<file path="src/hdl/rcfr_pkg.sv">
// ---------------------------------------------------------------------------
// rcfr_pkg
// Shared widths, register indexes, reset values and parameter defaults of
// the rc channel frame receiver.
// ---------------------------------------------------------------------------
package rcfr_pkg;

    // field widths
    localparam int BYTE_W    = 8;
    localparam int CH_IDX_W  = 4;
    localparam int CFG_IDX_W = 8;

    // parameter defaults
    localparam int NUM_CH_DEF        = 16;
    localparam int CH_BITS_DEF       = 11;
    localparam int PAYLOAD_BYTES_DEF = 22;

    // configuration register indexes
    localparam logic [CFG_IDX_W-1:0] REG_SYNC_BYTE  = CFG_IDX_W'(0);
    localparam logic [CFG_IDX_W-1:0] REG_MAX_LEN    = CFG_IDX_W'(1);
    localparam logic [CFG_IDX_W-1:0] REG_CH_TYPE    = CFG_IDX_W'(2);
    localparam logic [CFG_IDX_W-1:0] REG_CRC_POLY   = CFG_IDX_W'(3);

    // configuration reset values
    localparam logic [BYTE_W-1:0] SYNC_BYTE_RST = 8'hC8;
    localparam logic [BYTE_W-1:0] MAX_LEN_RST   = 8'd64;
    localparam logic [BYTE_W-1:0] CH_TYPE_RST   = 8'd22;
    localparam logic [BYTE_W-1:0] CRC_POLY_RST  = 8'hD5;

endpackage

</file>
<file path="src/hdl/rcfr_if.sv">
// ---------------------------------------------------------------------------
// rcfr interfaces
// Valid/ready channels of the rc channel frame receiver: received bytes,
// unpacked channel words and configuration writes.
// ---------------------------------------------------------------------------

// received serial bytes
interface rcfr_byte_if import rcfr_pkg::*; ();
    logic              valid;
    logic              ready;
    logic [BYTE_W-1:0] rx_byte;

    modport source (output valid, rx_byte, input ready);
    modport sink   (input valid, rx_byte, output ready);
endinterface

// unpacked channel words
interface rcfr_ch_if import rcfr_pkg::*; #(
    parameter int CH_BITS = CH_BITS_DEF
) ();
    logic                valid;
    logic                ready;
    logic [CH_IDX_W-1:0] channel_index;
    logic [CH_BITS-1:0]  channel_value;
    logic                last_channel;

    modport source (output valid, channel_index, channel_value, last_channel,
                    input ready);
    modport sink   (input valid, channel_index, channel_value, last_channel,
                    output ready);
endinterface

// configuration register writes
interface rcfr_cfg_if import rcfr_pkg::*; ();
    logic                 valid;
    logic                 ready;
    logic [CFG_IDX_W-1:0] index;
    logic [BYTE_W-1:0]    data;

    modport source (output valid, index, data, input ready);
    modport sink   (input valid, index, data, output ready);
endinterface

</file>
<file path="src/hdl/rc_channel_frame_receiver.sv">
// ---------------------------------------------------------------------------
// rc_channel_frame_receiver
// Hunts for framed rc channel packets in a byte stream, checks the CRC-8
// over type and payload, and unpacks a good channel frame LSB-first into
// NUM_CH channel words of CH_BITS bits each.
// ---------------------------------------------------------------------------
//  port    dir   word                                  handshake
//  i_rx    in    rx_byte                               valid/ready
//  o_ch    out   channel_index, channel_value, last    valid/ready
//  i_cfg   in    index, data                           valid/ready, always ready
//
//  While a frame is received one byte is taken every cycle.
//  A good channel frame then unpacks from the payload memory (one read port):
//  each payload byte is read and merged into the bit buffer before the next
//  read, and each channel word is emitted in turn; i_rx is held off until the
//  last channel word is emitted. A stalled o_ch holds the unpacker.
//  Reset is synchronous; the payload memory is not cleared.
// ---------------------------------------------------------------------------
module rc_channel_frame_receiver import rcfr_pkg::*; #(
    parameter int NUM_CH        = NUM_CH_DEF,
    parameter int CH_BITS       = CH_BITS_DEF,
    parameter int PAYLOAD_BYTES = PAYLOAD_BYTES_DEF
) (
    input  logic       i_clk,
    input  logic       i_rst_n,
    rcfr_byte_if.sink  i_rx,
    rcfr_ch_if.source  o_ch,
    rcfr_cfg_if.sink   i_cfg
);

    localparam int AW    = (PAYLOAD_BYTES > 1) ? $clog2(PAYLOAD_BYTES) : 1;
    localparam int CW    = $clog2(PAYLOAD_BYTES + 1);
    localparam int ACC_W = CH_BITS + BYTE_W - 1;
    localparam int ACW   = $clog2(ACC_W + 1);

    localparam logic [1:0] PH_HUNT = 2'd0;
    localparam logic [1:0] PH_LEN  = 2'd1;
    localparam logic [1:0] PH_TYPE = 2'd2;
    localparam logic [1:0] PH_BODY = 2'd3;

    // one crc-8 byte update, msb first
    function automatic logic [BYTE_W-1:0] f_crc8(
        input logic [BYTE_W-1:0] c,
        input logic [BYTE_W-1:0] b,
        input logic [BYTE_W-1:0] p
    );
        logic [BYTE_W-1:0] v;
        v = c ^ b;
        for (int k = 0; k < BYTE_W; k++) begin
            v = v[BYTE_W-1] ? ({v[BYTE_W-2:0], 1'b0} ^ p) : {v[BYTE_W-2:0], 1'b0};
        end
        return v;
    endfunction

    // configuration registers
    logic [BYTE_W-1:0] r_sync_byte;
    logic [BYTE_W-1:0] r_max_len;
    logic [BYTE_W-1:0] r_ch_type;
    logic [BYTE_W-1:0] r_crc_poly;

    // frame parser state
    logic [1:0]        r_phase;
    logic [BYTE_W-1:0] r_frame_len;
    logic [BYTE_W-1:0] r_byte_count;
    logic [BYTE_W-1:0] r_crc;
    logic [BYTE_W-1:0] r_frame_kind;

    // unpacker state
    logic                r_busy;
    logic [CW-1:0]       r_rd_addr;
    logic                r_rd_pend;
    logic                r_rd_zero;
    logic [BYTE_W-1:0]   r_rd_data;
    logic [ACC_W-1:0]    r_acc;
    logic [ACW-1:0]      r_acc_cnt;
    logic [CH_IDX_W-1:0] r_ch_cnt;

    // output register
    logic                r_out_valid;
    logic [CH_IDX_W-1:0] r_out_index;
    logic [CH_BITS-1:0]  r_out_value;
    logic                r_out_last;

    // payload memory
    logic [BYTE_W-1:0] mem [PAYLOAD_BYTES];

    logic              rx_acc;
    logic [BYTE_W-1:0] rx_b;
    logic [BYTE_W-1:0] n_crc;
    logic              body_more;
    logic              frame_good;
    logic              wr_en;
    logic              rd_en;
    logic              out_free;
    logic              emit;
    logic [BYTE_W-1:0] fetched;

    assign i_rx.ready  = !r_busy;
    assign i_cfg.ready = 1'b1;
    assign rx_acc      = i_rx.valid && !r_busy;
    assign rx_b        = i_rx.rx_byte;

    assign n_crc      = f_crc8(r_crc, rx_b, r_crc_poly);
    assign body_more  = ({1'b0, r_byte_count} + 9'd2) < {1'b0, r_frame_len};
    assign frame_good = (r_frame_kind == r_ch_type)
                     && (r_frame_len == BYTE_W'(PAYLOAD_BYTES + 2))
                     && (rx_b == r_crc);
    assign wr_en      = rx_acc && (r_phase == PH_BODY) && body_more
                     && (r_byte_count < BYTE_W'(PAYLOAD_BYTES));

    assign out_free = !r_out_valid || o_ch.ready;
    assign rd_en    = r_busy && !r_rd_pend && (r_acc_cnt < ACW'(CH_BITS))
                   && (r_rd_addr < CW'(PAYLOAD_BYTES));
    assign emit     = r_busy && !r_rd_pend && (r_acc_cnt >= ACW'(CH_BITS)) && out_free;
    assign fetched  = r_rd_zero ? '0 : r_rd_data;

    assign o_ch.valid         = r_out_valid;
    assign o_ch.channel_index = r_out_index;
    assign o_ch.channel_value = r_out_value;
    assign o_ch.last_channel  = r_out_last;

    // payload memory write and registered read
    always_ff @(posedge i_clk) begin
        if (wr_en) begin
            mem[r_byte_count[AW-1:0]] <= rx_b;
        end
        if (rd_en) begin
            r_rd_data <= mem[r_rd_addr[AW-1:0]];
        end
    end

    // configuration writes
    always_ff @(posedge i_clk) begin
        if (!i_rst_n) begin
            r_sync_byte <= SYNC_BYTE_RST;
            r_max_len   <= MAX_LEN_RST;
            r_ch_type   <= CH_TYPE_RST;
            r_crc_poly  <= CRC_POLY_RST;
        end else if (i_cfg.valid) begin
            case (i_cfg.index)
                REG_SYNC_BYTE: r_sync_byte <= i_cfg.data;
                REG_MAX_LEN:   r_max_len   <= i_cfg.data;
                REG_CH_TYPE:   r_ch_type   <= i_cfg.data;
                REG_CRC_POLY:  r_crc_poly  <= i_cfg.data;
                default: ;
            endcase
        end
    end

    // frame parser and unpacker
    always_ff @(posedge i_clk) begin
        if (!i_rst_n) begin
            r_phase      <= PH_HUNT;
            r_frame_len  <= '0;
            r_byte_count <= '0;
            r_crc        <= '0;
            r_frame_kind <= '0;
            r_busy       <= 1'b0;
            r_rd_pend    <= 1'b0;
            r_rd_addr    <= '0;
            r_acc        <= '0;
            r_acc_cnt    <= '0;
            r_ch_cnt     <= '0;
            r_out_valid  <= 1'b0;
        end else begin
            if (o_ch.ready && !emit) begin
                r_out_valid <= 1'b0;
            end

            if (rx_acc) begin
                case (r_phase)
                    PH_HUNT: begin
                        if (rx_b == r_sync_byte) begin
                            r_phase <= PH_LEN;
                        end
                    end
                    PH_LEN: begin
                        if (rx_b != '0 && rx_b < r_max_len) begin
                            r_frame_len <= rx_b;
                            r_phase     <= PH_TYPE;
                        end else begin
                            r_phase <= PH_HUNT;
                        end
                    end
                    PH_TYPE: begin
                        r_frame_kind <= rx_b;
                        r_crc        <= f_crc8('0, rx_b, r_crc_poly);
                        r_byte_count <= '0;
                        r_phase      <= (r_frame_len >= 8'd2) ? PH_BODY : PH_HUNT;
                    end
                    PH_BODY: begin
                        if (body_more) begin
                            r_crc        <= n_crc;
                            r_byte_count <= r_byte_count + 8'd1;
                        end else begin
                            r_phase <= PH_HUNT;
                            // start unpacking a confirmed channel frame
                            if (frame_good) begin
                                r_busy    <= 1'b1;
                                r_rd_addr <= '0;
                                r_rd_pend <= 1'b0;
                                r_acc     <= '0;
                                r_acc_cnt <= '0;
                                r_ch_cnt  <= '0;
                            end
                        end
                    end
                    default: r_phase <= PH_HUNT;
                endcase
            end

            if (r_busy) begin
                if (r_rd_pend) begin
                    // merge the fetched byte above the bits held
                    r_acc     <= r_acc | (ACC_W'(fetched) << r_acc_cnt);
                    r_acc_cnt <= r_acc_cnt + ACW'(BYTE_W);
                    r_rd_pend <= 1'b0;
                end else if (r_acc_cnt < ACW'(CH_BITS)) begin
                    // fetch next payload byte, zeros past the end
                    r_rd_pend <= 1'b1;
                    r_rd_zero <= !(r_rd_addr < CW'(PAYLOAD_BYTES));
                    if (r_rd_addr < CW'(PAYLOAD_BYTES)) begin
                        r_rd_addr <= r_rd_addr + CW'(1);
                    end
                end else if (out_free) begin
                    // emit one channel word
                    r_out_valid <= 1'b1;
                    r_out_index <= r_ch_cnt;
                    r_out_value <= r_acc[CH_BITS-1:0];
                    r_out_last  <= (r_ch_cnt == CH_IDX_W'(NUM_CH - 1));
                    r_acc       <= r_acc >> CH_BITS;
                    r_acc_cnt   <= r_acc_cnt - ACW'(CH_BITS);
                    r_ch_cnt    <= r_ch_cnt + CH_IDX_W'(1);
                    if (r_ch_cnt == CH_IDX_W'(NUM_CH - 1)) begin
                        r_busy <= 1'b0;
                    end
                end
            end
        end
    end

    // last word carries the top channel number
    a_last_index: assert property (@(posedge i_clk) disable iff (!i_rst_n)
        r_out_valid && r_out_last |-> r_out_index == CH_IDX_W'(NUM_CH - 1))
        else $error("last channel flag on wrong channel");

    // one memory read outstanding at a time
    a_one_read: assert property (@(posedge i_clk) disable iff (!i_rst_n)
        r_rd_pend |=> !r_rd_pend)
        else $error("back to back payload reads");

    // bit buffer never overflows
    a_acc_room: assert property (@(posedge i_clk) disable iff (!i_rst_n)
        r_busy |-> r_acc_cnt <= ACW'(ACC_W))
        else $error("unpack buffer overflow");

    // unpacking starts only on the crc byte of a body
    a_start: assert property (@(posedge i_clk) disable iff (!i_rst_n)
        $rose(r_busy) |-> $past(rx_acc) && $past(r_phase) == PH_BODY)
        else $error("unpack started outside a frame end");

endmodule
</file>
<file path="src/flat_wrapper.sv">
// flat-port wrapper written by rule: the top's interface ports become plain ports
module rc_channel_frame_receiver_flat import rcfr_pkg::*;
#(
    parameter int NUM_CH        = NUM_CH_DEF,
    parameter int CH_BITS       = CH_BITS_DEF,
    parameter int PAYLOAD_BYTES = PAYLOAD_BYTES_DEF
)
  (i_clk, i_rst_n, i_rx_valid, i_rx_rx_byte, i_rx_ready, o_ch_valid, o_ch_channel_index, o_ch_channel_value, o_ch_last_channel, o_ch_ready, i_cfg_valid, i_cfg_index, i_cfg_data, i_cfg_ready);
  rcfr_byte_if i_rx_i ();
  rcfr_ch_if #(.CH_BITS(CH_BITS)) o_ch_i ();
  rcfr_cfg_if i_cfg_i ();
  input  logic i_clk;
  input  logic i_rst_n;
  input wire logic [$bits(i_rx_i.valid)-1:0] i_rx_valid;
  input wire logic [$bits(i_rx_i.rx_byte)-1:0] i_rx_rx_byte;
  output wire logic [$bits(i_rx_i.ready)-1:0] i_rx_ready;
  output wire logic [$bits(o_ch_i.valid)-1:0] o_ch_valid;
  output wire logic [$bits(o_ch_i.channel_index)-1:0] o_ch_channel_index;
  output wire logic [$bits(o_ch_i.channel_value)-1:0] o_ch_channel_value;
  output wire logic [$bits(o_ch_i.last_channel)-1:0] o_ch_last_channel;
  input wire logic [$bits(o_ch_i.ready)-1:0] o_ch_ready;
  input wire logic [$bits(i_cfg_i.valid)-1:0] i_cfg_valid;
  input wire logic [$bits(i_cfg_i.index)-1:0] i_cfg_index;
  input wire logic [$bits(i_cfg_i.data)-1:0] i_cfg_data;
  output wire logic [$bits(i_cfg_i.ready)-1:0] i_cfg_ready;
  assign i_rx_i.valid = i_rx_valid;
  assign i_rx_i.rx_byte = i_rx_rx_byte;
  assign i_rx_ready = i_rx_i.ready;
  assign o_ch_valid = o_ch_i.valid;
  assign o_ch_channel_index = o_ch_i.channel_index;
  assign o_ch_channel_value = o_ch_i.channel_value;
  assign o_ch_last_channel = o_ch_i.last_channel;
  assign o_ch_i.ready = o_ch_ready;
  assign i_cfg_i.valid = i_cfg_valid;
  assign i_cfg_i.index = i_cfg_index;
  assign i_cfg_i.data = i_cfg_data;
  assign i_cfg_ready = i_cfg_i.ready;
  rc_channel_frame_receiver #(.NUM_CH(NUM_CH), .CH_BITS(CH_BITS), .PAYLOAD_BYTES(PAYLOAD_BYTES)) u_core (.i_clk(i_clk), .i_rst_n(i_rst_n), .i_rx(i_rx_i), .o_ch(o_ch_i), .i_cfg(i_cfg_i));
endmodule
</file>
<file path="config.mk">
export PLATFORM = sky130hd
export DESIGN_NAME = rc_channel_frame_receiver_flat
export DESIGN_NICKNAME = d
export VERILOG_FILES = /design/src/hdl/rcfr_pkg.sv /design/src/hdl/rcfr_if.sv /design/src/hdl/rc_channel_frame_receiver.sv /design/src/flat_wrapper.sv
export SDC_FILE = /design/constraint.sdc
export NUM_CORES = 1
export LEC_CHECK = 0
export ABC_AREA = 1
export BUFFER_PORTS_ARGS = -buffer_cell sky130_fd_sc_hd__buf_2
export CAP_MARGIN = 20
export CORE_ASPECT_RATIO = 1.2
export CORE_MARGIN = 5
export CORE_UTILIZATION = 55
export DETAILED_ROUTE_END_ITERATION = 16
export PLACE_DENSITY_LB_ADDON = 0.1
export REMOVE_ABC_BUFFERS = 1
export SYNTH_ARGS = -nofsm -noshare
export SYNTH_HDL_FRONTEND = slang
export SYNTH_SLANG_ARGS = --single-unit
</file>
<file path="constraint.sdc">
create_clock -name i_clk -period 4.5 [get_ports i_clk]
set_clock_uncertainty 0.2 [all_clocks]
set_input_delay 0.675 -clock i_clk [delete_from_list [all_inputs] [get_ports i_clk]]
set_output_delay 0.675 -clock i_clk [all_outputs]
set_load 0.1 [all_outputs]
</file>
==> key figures <==
Status
  • Run status: completed

Global routing
  • Overflow after GRT: 0
  • Antenna violations before repair: 0
  • GR Util met2: 0.446
  • First-pass GRT wire length: 65.4 mm
  • Grt peak-use layer: met2
  • Vias in the first global route: 12145
  • Met3 Track Usage GR: 0.0344
  • Largest net degree at the start of global routing: 92
  • GRT Util Overall: 0.255
  • Met1 Track Usage GR: 0.317

Power
  • Switching portion of total power: 0.272
  • Clk pwr share: 0.376
  • Power Internal: 4710 µW
  • Peak VDD IR: 290 µV
  • Leakage Power: 0.00703 µW
  • Pwr/cell area: 373 nW/µm²
  • Flop pwr share: 0.456
  • Sw Pwr: 1760 µW
  • Comb pwr share: 0.169

Clock tree
  • Clk sinks: 302
  • CTS Buffer Depth: 3
  • Hold buffer count at CTS: 0
  • Worst skew pair latency: 0.56 ns
  • H-tree Lvls: 1
  • CTS Buf Count: 30
  • CTS root buffer: clkbuf_16
  • Clock transition at path regs: 0.06 ns
  • CTS tree: built

Setup path
  • Worst path top cell family by delay: simple AND/OR/NAND/NOR gates
  • Biggest cell delay along the critical path: 0.47 ns
  • Worst path arrival time: 4.13 ns
  • Critical path class: flip-flop to flip-flop
  • Critical Path Sink Type: flip-flop
  • Worst path most repeated cell: nand2_1
  • Bufs and invs on worst path: 1
  • Slowest CP cell: nor4_1
  • Critical path required time: 4.56 ns
  • CP max FO: 8
  • CP cell instances: ha_1 > xor2_1 > ha_1 > a21boi_0 > o21ai_0 > nand2_1 > nand2_1 > nand2_1 > nand2_1 > nand2_1 > nand2_1 > nand2_1 > nor2_1 > nand2_1 > nor4_1 > nand2_1 > nor2_1 > buf_4
  • CP startpoint kind: flip-flop

Timing
  • RSZ-0062 raised after global routing: no
  • Tcrit/Tclk final: 0.905
  • Setup-failing EPs final: 0
  • Max-slew headroom: 0.310
  • Final Hold Viols: 0
  • Crit path time final: 4.07 ns
  • Actual slew at the worst max-slew pin: 1.03 ns
  • Setup TNS: 0 ns
  • Fmax: 246 MHz
  • Worst hold slack: 0.197 ns
  • Max Transition Viols Final: 0

Logic synthesis
  • Most instantiated library cell after synthesis: nand2_1
  • Synth Flop Type: edfxtp_1
  • Post-synth top area share: 0.385
  • Post-synth EDFFs: 201
  • Share of flip-flops with an asynchronous set or reset: 0
  • Post-Syn Instances: 1834
  • Mapped cell area: 15700 µm²
  • Seq/Total Area, Yosys: 0.514
  • Area leader, netlist: edfxtp_1
  • Synth Register Bits: 302
  • Post-synth top cells: nand2_1 (435), edfxtp_1 (201), nor2_1 (171), o21ai_0 (162), inv_1 (151)
  • Post-synthesis area per instance: 8.55 µm²
  • Synth Warn #: 0
  • Unique masters post-synth: 61
  • Leading post-synthesis cells by cell area: edfxtp_1 (38%), dfxtp_1 (13%), nand2_1 (10%)

Floorplan
  • Initial Util: 0.560
  • Core Rows: 67
  • Die footprint: 32000 µm²
  • Core Area: 28000 µm²
  • DIE WIDTH: 164 µm
  • I/O Pins: 48
  • Die Span Y: 195 µm

Finish
  • Area Growth Syn to Fin: 10.6%
  • Filler cells: 2458
  • Layout cells sized above 1: 0.112
  • Post-Layout Cell Count: 2281
  • N_diodes: 0
  • Register Area: 8060 µm²
  • Multi-input gate area: 6570 µm²
  • Nets: 1930

Flow run
  • Max_cap viols: 0

Detailed routing
  • Vias/cell: 5.60
  • 1st-pass router iterations: 5
  • Vias: 12775
  • DR iter-0 viols: 952
  • Wirelength per Cell: 17.9 µm
  • Residual DRC count: 0
  • Routed Antenna Nets: 0
  • Total Wirelength: 40.8 mm

Placed design
  • PortBufs: 46
  • Dpl cells: 2225
  • Post-DP HPWL: 28.4 mm
  • GPL Wtd Cong: 0.909

Min path
  • Hold WC Path Type: primary input to flip-flop
sequential cells by signal (all words and copies together) (netlist names), 4 cells and up:
register and cells:
u_core.r_frame_len 8, u_core.mem 176, u_core.o_ch.channel_index 4, u_core.r_acc 18, u_core.r_ch_cnt 4, u_core.r_rd_data 8
u_core.o_ch.channel_value 11, u_core.r_crc_poly 8, u_core.r_rd_addr 5, u_core.r_ch_type 8, u_core.r_frame_kind 8, u_core.r_max_len 8
u_core.r_sync_byte 8, u_core.r_acc_cnt 5, u_core.r_byte_count 8, u_core.r_crc 8
stage by stage:
stage                     worst slack (ns)   util  area [µm²]  total power [µW]
after floorplan                      0.677      -       15300              3860
after detailed placement             0.233  0.585       16400              4100
after global placement               0.305  0.585       16400              4080
final                                0.427  0.619       17300              6470
after CTS                            0.251  0.619       17300              6510
after global routing                0.0794  0.619       17300              6790
cells in the final DEF, fill, tap and decap left out, drive strengths merged, types with 3 or more instances in the layout:
cell type	instances
xnor2	15
o221ai	15
clkbuf	45
clkinv	16
nand2	468
mux2i	3
a31oi	11
nand3b	3
o211ai	16
o22ai	19
nand4	21
a221oi	4
or2	8
nor4	4
a41oi	8
o21bai	3
xor2	25
dfxtp	101
buf	100
a32oi	8
edfxtp	201
nor3	8
a211oi	13
inv	160
nand3	160
nor3b	3
a21oi	86
ha	23
o21ai	163
nor2	173
per-layer routing:
metal / routed length [µm] / up-vias
li1: - / 6354
met1: 16200 / 5937
met2: 20600 / 391
met3: 2330 / 93
met4: 1740 / 0
met5: 0 / -
path summary, 6_finish.rpt:
| path | start | endpoint | slack, ns | cells after the start |
|---|---|---|---|---|
| worst max-delay path | u_core.r_byte_count[2]$_SDFFE_PN0P_ | u_core.mem[12][0]$_DFFE_PP_ | 0.43 | 18 |
| worst min-delay path | i_cfg_data[3] | u_core.r_ch_type[3]$_SDFFE_PN0P_ | 0.20 | 3 |
| worst max register to register | u_core.r_byte_count[2]$_SDFFE_PN0P_ | u_core.mem[12][0]$_DFFE_PP_ | 0.43 | 18 |
| worst min register to register | u_core.r_acc[0]$_SDFF_PN0_ | u_core.o_ch.channel_value[0]$_DFFE_PP_ | 0.23 | 0 |
cells by family (layout without fill, tap and decap cells):
logic type	after synthesis	count (layout)	synth area share
compound gates	359	359	0.133
fa+ha+maj	23	23	0.0183
flops	302	302	0.514
other cells	1	1	0.000239
simple gates	851	851	0.240
mux	3	3	0.00191
xor+xnor	40	40	0.0252
buf+inv	255	323	0.0676
timing repair:
action | in CTS | in global routing
resized for setup | 0 | 2
buffers inserted | 0 | 0
hold endpoints to repair | 0 | 0
endpoints found under the setup margin | 0 | 16
final cells by class:
cell class | count | share of cell area
multi-input combinational | 1277 | 0.379
tap | 379 | 0.0273
clock buffer | 45 | 0.0483
clock inverter | 11 | 0.00772
inverter | 167 | 0.0364
sequential | 302 | 0.465
timing repair buffer | 100 | 0.0366
worst reg2reg max path: stages, from the launching register on:
cell,delay [ns]
dfxtp_1,0.46
ha_1,0.32
xor2_1,0.19
ha_1,0.25
a21boi_0,0.13
o21ai_0,0.18
nand2_1,0.09
nand2_1,0.06
nand2_1,0.04
nand2_1,0.05
nand2_1,0.04
nand2_1,0.05
nand2_1,0.09
nor2_1,0.10
nand2_1,0.21
nor4_1,0.47
nand2_1,0.29
nor2_1,0.33
buf_4,0.22
power by group through the flow:
stage	combinational, µW	sequential (µW)	clock (µW)
floorplan	844	3010	0
finish	1090	2950	2430
CTS	1090	2950	2470
detailed placement	1090	3010	0
global route	1250	2950	2590
global placement	1070	3010	0
No activity file was read; power rests on OpenSTA's default activity.
